## config.mk

```make
export PLATFORM = sky130hd
export DESIGN_NAME = hbs_addr
export DESIGN_NICKNAME = d
export VERILOG_FILES = /design/src/design/hbs_pkg.sv /design/src/design/hbs_addr.sv
export VERILOG_INCLUDE_DIRS = /design/src /design/src/design
export SDC_FILE = /design/constraint.sdc
export NUM_CORES = 1
export LEC_CHECK = 0
export ABC_AREA = 1
export CORE_ASPECT_RATIO = 0.8
export CORE_MARGIN = 2
export CORE_UTILIZATION = 25
export CTS_BUF_LIST = sky130_fd_sc_hd__clkbuf_4 sky130_fd_sc_hd__clkbuf_8
export DETAILED_ROUTE_END_ITERATION = 16
export DONT_BUFFER_PORTS = 1
export PLACE_DENSITY = 0.35
export SLEW_MARGIN = 20
export SYNTH_ARGS = -nofsm -noshare
export SYNTH_HDL_FRONTEND = slang
export SYNTH_SLANG_ARGS = --single-unit
```

## constraint.sdc

```tcl
create_clock -name clk -period 9.2 [get_ports clk]
set_clock_uncertainty 0.2 [all_clocks]
set_input_delay 0 -clock clk [delete_from_list [all_inputs] [get_ports clk]]
set_output_delay 0 -clock clk [all_outputs]
set_load 0.01 [all_outputs]
```

## src/design/heightmap_bilinear_sampler_top_defines.svh

```systemverilog
`ifndef HEIGHTMAP_BILINEAR_SAMPLER_TOP_DEFINES_SVH
`define HEIGHTMAP_BILINEAR_SAMPLER_TOP_DEFINES_SVH

// implication checked at the same clock edge, off while reset is high
`define HBS_ASSERT_IMP(lbl, clk_s, rst_s, ante, cons, msg) \
  lbl: assert property (@(posedge clk_s) disable iff (rst_s) (ante) |-> (cons)) \
    else $error(msg);

// implication checked at the following clock edge, off while reset is high
`define HBS_ASSERT_NXT(lbl, clk_s, rst_s, ante, cons, msg) \
  lbl: assert property (@(posedge clk_s) disable iff (rst_s) (ante) |=> (cons)) \
    else $error(msg);

`endif

```

## src/design/hbs_pkg.sv

```systemverilog
package hbs_pkg;

  // map size limits
  localparam int MAX_WIDTH  = 256;
  localparam int MAX_HEIGHT = 256;
  localparam int COL_W      = $clog2(MAX_WIDTH);
  localparam int ROW_W      = $clog2(MAX_HEIGHT);

  // field and register widths
  localparam int DIM_W      = 9;
  localparam int SCALE_W    = 16;
  localparam int CFG_IDX_W  = 2;
  localparam int CFG_DATA_W = 16;
  localparam int COORD_W    = 16;
  localparam int PIX_W      = 8;
  localparam int ADDR_W     = 16;
  localparam int OUT_W      = 16;

  // pixel store, split in two banks by address parity
  localparam int BANK_AW    = ADDR_W - 1;
  localparam int BANK_DEPTH = 2 ** BANK_AW;

  // fixed point
  localparam int FRAC_W  = 14;
  localparam int U_W     = FRAC_W + 2;
  localparam int WT_W    = FRAC_W + 1;
  localparam int RB_W    = PIX_W + FRAC_W;
  localparam int V_W     = PIX_W + 2 * FRAC_W;
  localparam int V_SPLIT = V_W / 2;
  localparam int PP_W    = (V_W - V_SPLIT) + SCALE_W;
  localparam int SUM_W   = V_W + SCALE_W;
  localparam int T_W     = PIX_W + SCALE_W;
  localparam int QE_W    = T_W - PIX_W + 1;
  localparam int REM_W   = T_W + 1;

  localparam logic signed [COORD_W-1:0] COORD_ONE = COORD_W'(2 ** FRAC_W);
  localparam logic [U_W-1:0]   U_MAX   = U_W'(2 * (2 ** FRAC_W));
  localparam logic [WT_W-1:0]  ONE_Q   = WT_W'(2 ** FRAC_W);
  localparam int               DIV     = 2 ** PIX_W - 1;
  localparam int               RECIP   = 2 ** PIX_W + 1;
  localparam logic [V_W-1:0]   V_MAX   = V_W'(DIV) << (2 * FRAC_W);

  // register reset values
  localparam logic [DIM_W-1:0]   DIM_RESET   = DIM_W'(256);
  localparam logic [SCALE_W-1:0] SCALE_RESET = SCALE_W'(256);

  typedef enum logic {
    OP_WRITE  = 1'b0,
    OP_SAMPLE = 1'b1
  } op_t;

  typedef enum logic [CFG_IDX_W-1:0] {
    CFG_MAP_WIDTH    = 2'd0,
    CFG_MAP_HEIGHT   = 2'd1,
    CFG_HEIGHT_SCALE = 2'd2
  } cfg_idx_t;

  // one bank: one write port, two read ports
  typedef struct packed {
    logic               wr_en;
    logic [BANK_AW-1:0] wr_addr;
    logic [PIX_W-1:0]   wr_data;
    logic [BANK_AW-1:0] rd_addr0;
    logic [BANK_AW-1:0] rd_addr1;
  } bank_req_t;

  // sample bookkeeping that travels beside the bank reads
  typedef struct packed {
    logic              valid;
    logic [FRAC_W-1:0] fx;
    logic [FRAC_W-1:0] fy;
    logic              sel00;
    logic              sel01;
    logic              sel10;
    logic              sel11;
  } tap_tag_t;

endpackage

```

## src/design/hbs_addr.sv

```systemverilog
`include "heightmap_bilinear_sampler_top_defines.svh"

module hbs_addr (
  input  logic                               clk,
  input  logic                               rst,
  input  logic                               accept,
  input  logic                               operation,
  input  logic [hbs_pkg::ADDR_W-1:0]         pixel_address,
  input  logic [hbs_pkg::PIX_W-1:0]          pixel_red,
  input  logic signed [hbs_pkg::COORD_W-1:0] coord_x,
  input  logic signed [hbs_pkg::COORD_W-1:0] coord_y,
  input  logic [hbs_pkg::DIM_W-1:0]          map_width,
  input  logic [hbs_pkg::DIM_W-1:0]          map_height,
  output hbs_pkg::bank_req_t                 even_req,
  output hbs_pkg::bank_req_t                 odd_req,
  output hbs_pkg::tap_tag_t                  tag
);
  import hbs_pkg::*;

  localparam int PX_W   = COL_W + U_W;
  localparam int PY_W   = ROW_W + U_W;
  localparam int BASE_W = ROW_W + COL_W + 1;

  // saturate to [-1,1] and move to [0,2]
  function automatic logic [U_W-1:0] coord_offset(input logic signed [COORD_W-1:0] c);
    if (c < -COORD_ONE) begin
      coord_offset = '0;
    end else if (c > COORD_ONE) begin
      coord_offset = U_MAX;
    end else begin
      coord_offset = U_W'(c) + U_W'(COORD_ONE);
    end
  endfunction

  function automatic logic [COL_W-1:0] width_m1(input logic [DIM_W-1:0] v);
    if (v == '0) begin
      width_m1 = '0;
    end else if (32'(v) > MAX_WIDTH) begin
      width_m1 = COL_W'(MAX_WIDTH - 1);
    end else begin
      width_m1 = COL_W'(v - 1'b1);
    end
  endfunction

  function automatic logic [ROW_W-1:0] height_m1(input logic [DIM_W-1:0] v);
    if (v == '0) begin
      height_m1 = '0;
    end else if (32'(v) > MAX_HEIGHT) begin
      height_m1 = ROW_W'(MAX_HEIGHT - 1);
    end else begin
      height_m1 = ROW_W'(v - 1'b1);
    end
  endfunction

  // stage 1: saturated coordinates
  logic              s1_valid;
  logic              s1_op;
  logic [ADDR_W-1:0] s1_addr;
  logic [PIX_W-1:0]  s1_red;
  logic [U_W-1:0]    s1_ux;
  logic [U_W-1:0]    s1_uy;
  logic [COL_W-1:0]  s1_wm1;
  logic [ROW_W-1:0]  s1_hm1;

  // stage 2: neighbour indices and fractions
  logic              s2_valid;
  logic              s2_op;
  logic [ADDR_W-1:0] s2_addr;
  logic [PIX_W-1:0]  s2_red;
  logic [COL_W-1:0]  s2_c0;
  logic [COL_W-1:0]  s2_c1;
  logic [ROW_W-1:0]  s2_r0;
  logic [ROW_W-1:0]  s2_r1;
  logic [FRAC_W-1:0] s2_fx;
  logic [FRAC_W-1:0] s2_fy;
  logic [COL_W-1:0]  s2_wm1;
  logic [ROW_W-1:0]  s2_hm1;

  logic [PX_W-1:0]   prod_x;
  logic [PY_W-1:0]   prod_y;
  logic [COL_W-1:0]  col0;
  logic [ROW_W-1:0]  row0;
  logic [FRAC_W-1:0] frac_x;
  logic [FRAC_W-1:0] frac_y;

  logic [COL_W:0]    w_full;
  logic [BASE_W-1:0] base0;
  logic [BASE_W-1:0] base1;
  logic [ADDR_W-1:0] a00;
  logic [ADDR_W-1:0] a01;
  logic [ADDR_W-1:0] a10;
  logic [ADDR_W-1:0] a11;
  logic              rd_go;

  always_ff @(posedge clk) begin
    if (rst) begin
      s1_valid <= 1'b0;
      s2_valid <= 1'b0;
    end else begin
      s1_valid <= accept;
      s2_valid <= s1_valid;
    end
  end

  always_ff @(posedge clk) begin
    s1_op   <= operation;
    s1_addr <= pixel_address;
    s1_red  <= pixel_red;
    s1_ux   <= coord_offset(coord_x);
    s1_uy   <= coord_offset(coord_y);
    s1_wm1  <= width_m1(map_width);
    s1_hm1  <= height_m1(map_height);
  end

  // position = (size-1)*u/2 with a 14-bit fraction
  assign prod_x = PX_W'(s1_wm1) * PX_W'(s1_ux);
  assign prod_y = PY_W'(s1_hm1) * PY_W'(s1_uy);
  assign col0   = prod_x[COL_W+FRAC_W:FRAC_W+1];
  assign row0   = prod_y[ROW_W+FRAC_W:FRAC_W+1];
  assign frac_x = prod_x[FRAC_W:1];
  assign frac_y = prod_y[FRAC_W:1];

  always_ff @(posedge clk) begin
    s2_op   <= s1_op;
    s2_addr <= s1_addr;
    s2_red  <= s1_red;
    s2_c0   <= col0;
    s2_c1   <= col0 + COL_W'(frac_x != '0);
    s2_r0   <= row0;
    s2_r1   <= row0 + ROW_W'(frac_y != '0);
    s2_fx   <= frac_x;
    s2_fy   <= frac_y;
    s2_wm1  <= s1_wm1;
    s2_hm1  <= s1_hm1;
  end

  // linear addresses row*width+col, wrapping at the store depth
  assign w_full = {1'b0, s2_wm1} + 1'b1;
  assign base0  = BASE_W'(s2_r0) * BASE_W'(w_full);
  assign base1  = BASE_W'(s2_r1) * BASE_W'(w_full);
  assign a00    = ADDR_W'(base0 + BASE_W'(s2_c0));
  assign a01    = ADDR_W'(base0 + BASE_W'(s2_c1));
  assign a10    = ADDR_W'(base1 + BASE_W'(s2_c0));
  assign a11    = ADDR_W'(base1 + BASE_W'(s2_c1));

  assign rd_go = s2_valid && (s2_op == OP_SAMPLE);

  // writes go out at the same stage as reads, so store order equals item order
  always_comb begin
    even_req.wr_en    = s2_valid && (s2_op == OP_WRITE) && !s2_addr[0];
    even_req.wr_addr  = s2_addr[ADDR_W-1:1];
    even_req.wr_data  = s2_red;
    even_req.rd_addr0 = a00[0] ? a01[ADDR_W-1:1] : a00[ADDR_W-1:1];
    even_req.rd_addr1 = a10[0] ? a11[ADDR_W-1:1] : a10[ADDR_W-1:1];

    odd_req.wr_en     = s2_valid && (s2_op == OP_WRITE) && s2_addr[0];
    odd_req.wr_addr   = s2_addr[ADDR_W-1:1];
    odd_req.wr_data   = s2_red;
    odd_req.rd_addr0  = a00[0] ? a00[ADDR_W-1:1] : a01[ADDR_W-1:1];
    odd_req.rd_addr1  = a10[0] ? a10[ADDR_W-1:1] : a11[ADDR_W-1:1];

    tag.valid = rd_go;
    tag.fx    = s2_fx;
    tag.fy    = s2_fy;
    tag.sel00 = a00[0];
    tag.sel01 = a01[0];
    tag.sel10 = a10[0];
    tag.sel11 = a11[0];
  end

  `HBS_ASSERT_IMP(a_tap_in_map, clk, rst, rd_go, (s2_c1 <= s2_wm1) && (s2_r1 <= s2_hm1), "neighbour index beyond map")

endmodule

```

==> PnR_summary.wiki, run 1 <==
{| class="wikitable"
! Metric !! Value
|-
| Gp weighted congestion || 0.8212
|-
| Hold violation total from the final report || 0
|-
| Number of global-route vias before repair || 18,450
|-
| Total core area || 82,450 µm²
|-
| Synthesized area divided by synthesized cell count || 7.202 µm²
|-
| Share of flip-flops with an asynchronous set or reset || 0%
|-
| Maximum level of the CTS H-tree || 4
|-
| Endpoint required time on the critical path || 9000 ps
|-
| Sequential area share after synthesis || 16.11%
|-
| Detailed-router iteration count before antenna repair || 8
|-
| Top cells by count, synth || sky130_fd_sc_hd__nand2_1, sky130_fd_sc_hd__inv_1, sky130_fd_sc_hd__fa_1
|-
| Wirelength, routed || 60,250 µm
|-
| Most numerous cell in the Yosys netlist || sky130_fd_sc_hd__nand2_1
|-
| Post-route ant nets || 0
|-
| Fin Hold WS || 113.8 ps
|-
| Primary FF master, synth || sky130_fd_sc_hd__dfxtp_1
|-
| Top cells by area, synth || sky130_fd_sc_hd__fa_1, sky130_fd_sc_hd__dfxtp_1, sky130_fd_sc_hd__nand2_1, sky130_fd_sc_hd__inv_1, sky130_fd_sc_hd__ha_1
|-
| Final standard cell count with taps included and fillers excluded || 4,108
|-
| # fillers || 8,931
|-
| Path category of the worst min-delay check || primary input to register
|-
| Initial Util || 25.31%
|-
| Number of maximum-capacitance constraint violations || 0
|-
| Run status || finished clean
|-
| Post-DR wirelength/cell || 14.67 µm
|-
| Clock tree from TritonCTS || done
|-
| All-layer global routing usage || 14.53%
|-
| Slew at the pin with the worst max-slew slack || 935.0 ps
|-
| Via-per-instance ratio || 4.239
|-
| FP Rows || 94
|-
| Clock latency reported for the late side of the worst-skew pair || 560 ps
|-
| Cell total after placement || 3,880
|-
| Clock transition at the register clock pins on the worst setup and hold paths after CTS || 110 ps
|-
| Total gr overflow || 0
|-
| Synth Warn # || 0
|-
| Post-synthesis instance area || 20,870 µm²
|-
| Post-synth net total || 3,427
|-
| Library cell used as clock root buffer || sky130_fd_sc_hd__clkbuf_8
|-
| Post-DP HPWL || 48,970 µm
|-
| Number of distinct library cells after synthesis || 42
|-
| Number of flops mapped to enable cells by yosys || 0
|-
| Instance count of the mapped netlist || 2,898
|-
| Crit. End Element || output port
|-
| Critical path's slowest cell || sky130_fd_sc_hd__dfxtp_1
|-
| Worst relative slew slack || 37.09%
|-
| Iteration-0 DRC count of the detailed router || 842
|-
| Largest net degree at the start of global routing || 33
|-
| Core occupancy in the finished layout || 29.07%
|-
| Syn-to-layout area delta || 14.83%
|-
| RSZ-0062 raised after global routing || false
|-
| Clk sink count || 168
|-
| Total Neg Setup Slack || 0 ps
|-
| Number of vias in the routed layout || 17,410
|-
| Cell taking the most area after synthesis || sky130_fd_sc_hd__fa_1
|-
| Die Span X || 327.0 µm
|-
| Worst path buffer plus inverter count || 5
|-
| Share of post-route cells with drive strength above 1 || 3.065%
|-
| Number of antenna violations at the first check in global routing || 2
|-
| Cell with the most instances on the worst path || sky130_fd_sc_hd__nand2_1
|-
| Final setup violation count || 0
|-
| Clock buffer depth || 2
|-
| Detailed-route DRC error count || 0
|-
| Highest clock frequency the design can meet || 135.8 MHz
|-
| Die Span Y || 262.4 µm
|-
| Post-layout nets || 3,518
|-
| Wire length of the first global-routing pass || 99,330 µm
|-
| Area share of the largest cell type after synthesis || 24.17%
|-
| Max Slew Vio Count || 0
|-
| Biggest cell delay along the critical path || 810 ps
|-
| Family with the most delay on the worst path || adder cells
|-
| Boundary pin count || 219
|-
| CTS Buf Count || 17
|-
| Number of post-CTS setup repair buffers || 0
|-
| Worst setup path category || register to output port
|-
| Tmin final || 7364 ps
|-
| Port Buf Inserts || 0
|-
| Share of the clock period used by the worst path after layout || 80.05%
|-
| Die footprint || 85,830 µm²
|-
| Worst-path fanout max || 17
|-
| Critical path arrival || 7160 ps
|-
| Critical path launch point type || register
|-
| Post-synthesis sequential element count || 168
|}
## final cells by class
cell class	count	area [µm²]	share of cell area, %
antenna	2	5.005	0.02088
tap	1104	1381	5.764
clock buffer	17	234.0	0.9763
timing repair buffer	196	1957	8.165
clock inverter	15	136.4	0.5691
multi-input combinational	1940	14390	60.04
sequential	168	3363	14.03
inverter	666	2500	10.43
## through the flow
step | setup slack (ps) | cell area (µm²)
global placement | 2638 | 21650
global route | 1254 | 23970
CTS | 1727 | 23960
detailed placement | 2454 | 21650
finish | 1836 | 23970
floorplan | 3732 | 20870
## path summary, 6_finish.rpt
| path | endpoint | depth (start not counted) | start | slack, ps |
|---|---|---|---|---|
| max | odd_req[11] | 25 | s2_wm1[0] | 1840 |
| min | s1_wm1[7] | 4 | map_width[7] | 110 |
| max reg2reg | s2_c1[4] | 21 | s1_wm1[2] | 2960 |
| min reg2reg | s2_addr[6] | 0 | s1_addr[6] | 130 |
## flip-flops by register name (all words and copies together) (netlist names), 8 cells and up
register and cells:
s2_c0 8, s2_c1 8, s2_r1 8, s1_hm1 8, s1_wm1 8, s2_addr 16
s2_red 8, s1_red 8, s2_wm1 8, s1_addr 16, s1_ux 16, s1_uy 16
s2_fy 14, s2_r0 8, s2_fx 14
## worst reg2reg max path: stages (launching register included)
cell and delay, ps:
sky130_fd_sc_hd__dfxtp_1 890, sky130_fd_sc_hd__nand2_1 190, sky130_fd_sc_hd__fa_1 490, sky130_fd_sc_hd__fa_1 490
sky130_fd_sc_hd__inv_1 50, sky130_fd_sc_hd__fa_1 560, sky130_fd_sc_hd__fa_1 430, sky130_fd_sc_hd__ha_1 350
sky130_fd_sc_hd__nand2_1 130, sky130_fd_sc_hd__inv_1 40, sky130_fd_sc_hd__nand2_1 50, sky130_fd_sc_hd__nand2_1 110
sky130_fd_sc_hd__xor2_1 220, sky130_fd_sc_hd__nor4_1 740, sky130_fd_sc_hd__nand2_1 100, sky130_fd_sc_hd__nor2_1 130
sky130_fd_sc_hd__nand2_1 180, sky130_fd_sc_hd__ha_1 290, sky130_fd_sc_hd__ha_1 230, sky130_fd_sc_hd__nand2_1 90
sky130_fd_sc_hd__nor2_2 50, sky130_fd_sc_hd__xor2_1 130
## layer usage
layer	global-route usage, %	part of all wire (%)
met5	0	0
met4	3.347	1.3
met3	1.955	3.0
met2	23.54	45
met1	20.40	51
## cells by family after synthesis
| kind of cell | after synthesis | synth area share (%) |
|---|---|---|
| AO/OA/AOI/OAI | 180 | 4.604 |
| flip-flops | 168 | 16.11 |
| AND/OR/NAND/NOR | 1212 | 24.17 |
| buffers and inverters | 790 | 14.95 |
| XOR/XNOR | 97 | 4.071 |
| adder cells (fa/ha/maj) | 451 | 36.10 |
## placed cells by master (no fill, tap or decap), drive strengths merged
cell type / instances
o31ai: 1
o41ai: 1
nand2b: 1
and3: 1
nor3: 14
nor3b: 2
inv: 674
a21oi: 79
nor2: 240
dlygate4sd3: 194
nor4: 4
o21bai: 7
buf: 2
o21ai: 73
xnor2: 32
a31oi: 15
clkinv: 3
xor2: 65
ha: 199
or2: 7
a21boi: 1
diode: 2
a21o: 2
clkbuf: 17
nand4: 26
nand3b: 6
fa: 252
nand3: 135
o21a: 1
clkinvlp: 4
or3: 1
and2: 3
nand2: 772
dfxtp: 168
## what timing repair did
item | 4_1_cts | 5_1_grt
hold endpoints to repair | 75 | 0
hold buffers | 194 | 0
gates resized for setup | 0 | 0
Power of run 1 is not shown: default switching activity piles up to over one toggle a cycle in this logic, so the estimate is an artifact.
==> inputs of run 2 (changes only) <==
--- a/config.mk
+++ b/config.mk
@@ -6,7 +6,7 @@
 export SDC_FILE = /design/constraint.sdc
 export NUM_CORES = 1
 export LEC_CHECK = 0
-export ABC_AREA = 1
+export ABC_AREA = 0
 export CORE_ASPECT_RATIO = 0.8
 export CORE_MARGIN = 2
 export CORE_UTILIZATION = 25
==> constraint.sdc (replaced) <==
create_clock -name clk -period 7.2 [get_ports clk]
set_clock_uncertainty 0.2 [all_clocks]
set_input_delay 0 -clock clk [delete_from_list [all_inputs] [get_ports clk]]
set_output_delay 0 -clock clk [all_outputs]
set_load 0.01 [all_outputs]
==> run 2 against run 1 <==
Compared with the run above:
- non-clock buffer count down 3
- routed wire length is 8.4% lower
- synthesized cell count fell by 28%
- area after synthesis decreased by 8.1%
- clock-buffer cell count unchanged
- via count fell by 19%
- critical endpoint is now even_req[29]
- largest cell class unchanged
==> PnR_summary.wiki, run 2 <==
{| class="wikitable"
! Metric !! Value
|-
| Library cell used as clock root buffer || sky130_fd_sc_hd__clkbuf_8
|-
| Clock tree from TritonCTS || done
|-
| Number of maximum-capacitance constraint violations || 0
|-
| Final setup violation count || 0
|-
| CTS Buf Count || 17
|-
| Worst path buffer plus inverter count || 4
|-
| Via-per-instance ratio || 4.331
|-
| Gp weighted congestion || 0.7972
|-
| Crit. End Element || output port
|-
| Iteration-0 DRC count of the detailed router || 637
|-
| Post-synthesis share of cell area spent on full adders, half adders and majority gates || 39.41%
|-
| All-layer global routing usage || 14.30%
|-
| Total gr overflow || 0
|-
| Die Span Y || 251.7 µm
|-
| Total core area || 75,670 µm²
|-
| Post-DP HPWL || 44,620 µm
|-
| Port Buf Inserts || 0
|-
| Family with the most delay on the worst path || adder cells
|-
| Most numerous cell in the Yosys netlist || sky130_fd_sc_hd__inv_1
|-
| Share of flip-flops with an asynchronous set or reset || 0%
|-
| Largest net degree at the start of global routing || 28
|-
| Die Span X || 313.6 µm
|-
| Run status || finished clean
|-
| # fillers || 8,008
|-
| Cell with the most instances on the worst path || sky130_fd_sc_hd__fa_1
|-
| Instance count of the mapped netlist || 2,101
|-
| Slew at the pin with the worst max-slew slack || 966.7 ps
|-
| Worst Hold End || s1_ux[14]
|-
| Endpoint required time on the critical path || 7000 ps
|-
| Number of global-route vias before repair || 15,070
|-
| Wirelength, routed || 55,200 µm
|-
| Detailed-route DRC error count || 0
|-
| Biggest cell delay along the critical path || 540 ps
|-
| Area post-placement || 20,170 µm²
|-
| Crit Reg-Reg Endpoint || s2_c1[6]
|-
| Critical path's slowest cell || sky130_fd_sc_hd__fa_1
|-
| Number of flops mapped to enable cells by yosys || 0
|-
| Clock buffer depth || 2
|-
| Worst-path fanout max || 11
|-
| Post-synth net total || 2,630
|-
| Share of synthesized area spent on multiplexers || 0.3916%
|-
| Boundary pin count || 219
|-
| Synth Warn # || 0
|-
| Syn-to-layout area delta || 17.19%
|-
| Worst hold path stage count || 3
|-
| Number of antenna violations at the first check in global routing || 4
|-
| Worst setup path category || register to output port
|-
| Clk sink count || 168
|-
| Top cells by count, synth || sky130_fd_sc_hd__inv_1, sky130_fd_sc_hd__and2_1, sky130_fd_sc_hd__fa_1
|-
| Main combinational cell family by area after synthesis || adder cells
|-
| Share of the clock period used by the worst path after layout || 93.86%
|-
| Clock latency reported for the late side of the worst-skew pair || 570 ps
|-
| Post-synthesis instance area || 19,170 µm²
|-
| FP Rows || 90
|-
| Detailed-router iteration count before antenna repair || 4
|-
| Number of distinct library cells after synthesis || 72
|-
| Synthesized area divided by synthesized cell count || 9.125 µm²
|-
| Post-layout nets || 2,765
|-
| Area share of the largest cell type after synthesis || 26.32%
|-
| Hold violation total from the final report || 0
|-
| Max Slew Vio Count || 0
|-
| Top cells by area, synth || sky130_fd_sc_hd__fa_1, sky130_fd_sc_hd__dfxtp_1, sky130_fd_sc_hd__ha_1, sky130_fd_sc_hd__and2_1, sky130_fd_sc_hd__inv_1
|-
| Maximum level of the CTS H-tree || 4
|-
| Clock transition at the register clock pins on the worst setup and hold paths after CTS || 110 ps
|-
| Synthesized-area fraction occupied by ao, oa, aoi and oai cells || 8.870%
|-
| Highest clock frequency the design can meet || 148.0 MHz
|-
| Post-route ant nets || 0
|-
| R2r setup slk || 710 ps
|-
| Number of vias in the routed layout || 14,130
|-
| Fraction of synthesized cell area in xor and xnor cells || 6.794%
|-
| Cell taking the most area after synthesis || sky130_fd_sc_hd__fa_1
|-
| Commonest cells after routing, fill and taps aside || sky130_fd_sc_hd__inv_1, sky130_fd_sc_hd__and2_1, sky130_fd_sc_hd__fa_1
|-
| Post-synthesis simple-gate area fraction || 18.44%
|-
| Critical path launch point type || register
|-
| R2R depth || 20
|-
| Initial Util || 25.33%
|-
| Worst-path cell chain || ha_1 > nand3_2 > nor2_2 > xor2_2 > buf_6 > and2_1 > fa_1 > fa_1 > fa_1 > inv_1 > fa_1 > inv_1 > ha_1 > o21ai_0 > nand2b_1 > and3_1 > a221oi_4 > o21bai_1 > a21oi_2 > xnor2_2 > nand4_1 > xnor2_2 > buf_4
|-
| Die footprint || 78,930 µm²
|-
| Commonest non-fill, non-tap cell in the layout || sky130_fd_sc_hd__inv_1
|-
| Post-DR wirelength/cell || 16.92 µm
|-
| Path category of the worst min-delay check || primary input to register
|-
| Share of post-route cells with drive strength above 1 || 5.247%
|-
| RSZ-0062 raised after global routing || true
|-
| Tmin final || 6758 ps
|-
| Sequential area share after synthesis || 17.54%
|-
| Startpoint of the most critical hold path || coord_x[14]
|-
| Wire length of the first global-routing pass || 87,170 µm
|-
| Worst relative slew slack || 35.55%
|-
| Post-synthesis sequential element count || 168
|-
| Critical path arrival || 6560 ps
|-
| Worst flop-to-flop path startpoint || s1_wm1[2]
|-
| Primary FF master, synth || sky130_fd_sc_hd__dfxtp_1
|-
| Final Instance Area || 22,470 µm²
|}
## run 2: cell count changes in the layout (fill, tap and decap cells not counted), sizes merged, moves of 29 or more
cell	change
nand2	-554
inv	-345
and2	+256
nor2	-181
nand3	-109
xnor2	+65
dlygate4sd3	-29
## run 2: metal layers
| metal | vias to the layer above | track usage, % | part of all wire, % |
|---|---|---|---|
| li1 | 6896 | - | - |
| met1 | 6938 | 20.86 | 52 |
| met2 | 247 | 21.54 | 42 |
| met3 | 45 | 2.721 | 4.0 |
| met4 | 2 | 3.568 | 1.6 |
| met5 | - | 0 | 0.024 |
## run 2: stage by stage
step	worst slack [ps]	hold slack [ps]	util, %	std cells	TNS, ps
finish	442.2	78.60	29.69	3262	0
global route	-9.344	59.33	29.69	3262	-9.344
CTS	84.22	7.515	29.49	3256	0
detailed placement	356.8	-172.3	26.66	3059	0
global placement	483.4	-172.2	26.66	3059	0
floorplan	1235	-172.3	-	2101	0
## run 2: cells by family after synthesis
| group | count (synthesis) |
|---|---|
| and+or+nand+nor | 675 |
| adders and majority gates | 453 |
| buffers and inverters | 398 |
| AOI/OAI and AO/OA | 253 |
| DFF | 168 |
| xor gates and xnor gates | 147 |
| muxes | 7 |
## run 2: repair_timing
action	in CTS	in global routing
hold buffers	165	0
hold endpoints to repair	75	0
gates resized for setup	7	19
setup buffers	0	5
endpoints found under the setup margin	3	16
pin swaps	0	9
## run 2: worst register-to-register path: stages (launching register included)
cell                      delay, ps
sky130_fd_sc_hd__dfxtp_1        870
sky130_fd_sc_hd__nand2_1        180
sky130_fd_sc_hd__fa_1           460
sky130_fd_sc_hd__fa_1           480
sky130_fd_sc_hd__fa_1           540
sky130_fd_sc_hd__inv_1           50
sky130_fd_sc_hd__fa_1           480
sky130_fd_sc_hd__ha_1           350
sky130_fd_sc_hd__o21a_1         130
sky130_fd_sc_hd__a21oi_1        550
sky130_fd_sc_hd__o211a_1        280
sky130_fd_sc_hd__nor2_1          80
sky130_fd_sc_hd__a21o_1         180
sky130_fd_sc_hd__a21oi_1        170
sky130_fd_sc_hd__xnor2_1        120
sky130_fd_sc_hd__or4_1          520
sky130_fd_sc_hd__ha_1           240
sky130_fd_sc_hd__ha_1           240
sky130_fd_sc_hd__nand2_1         80
sky130_fd_sc_hd__nor2_1          50
sky130_fd_sc_hd__xnor2_1        120
## run 2: worst max path at each step
| stage | startpoint | to | cells after the start |
|---|---|---|---|
| 4_1_cts | s2_wm1[0] | odd_req[29] | 22 |
| 2_1_floorplan | s2_wm1[0] | odd_req[29] | 21 |
| 6_report | s2_wm1[0] | even_req[29] | 23 |
| 5_1_grt | s2_wm1[0] | odd_req[29] | 23 |
| 3_3_place_gp | s2_wm1[0] | odd_req[29] | 22 |
| 3_5_place_dp | s2_wm1[0] | odd_req[29] | 22 |
## run 2: final cells by class
type / instances / area [µm²] / share of cell area (%)
Multi-Input combinational cell: 1535 / 14310 / 63.70
Sequential cell: 168 / 3363 / 14.97
Timing Repair Buffer: 193 / 1873 / 8.337
Tap cell: 1012 / 1266 / 5.636
Inverter: 321 / 1205 / 5.363
Clock buffer: 17 / 234.0 / 1.041
Clock inverter: 15 / 211.5 / 0.9412
Antenna cell: 1 / 2.502 / 0.01114
Power of run 2 is left out for the same reason.
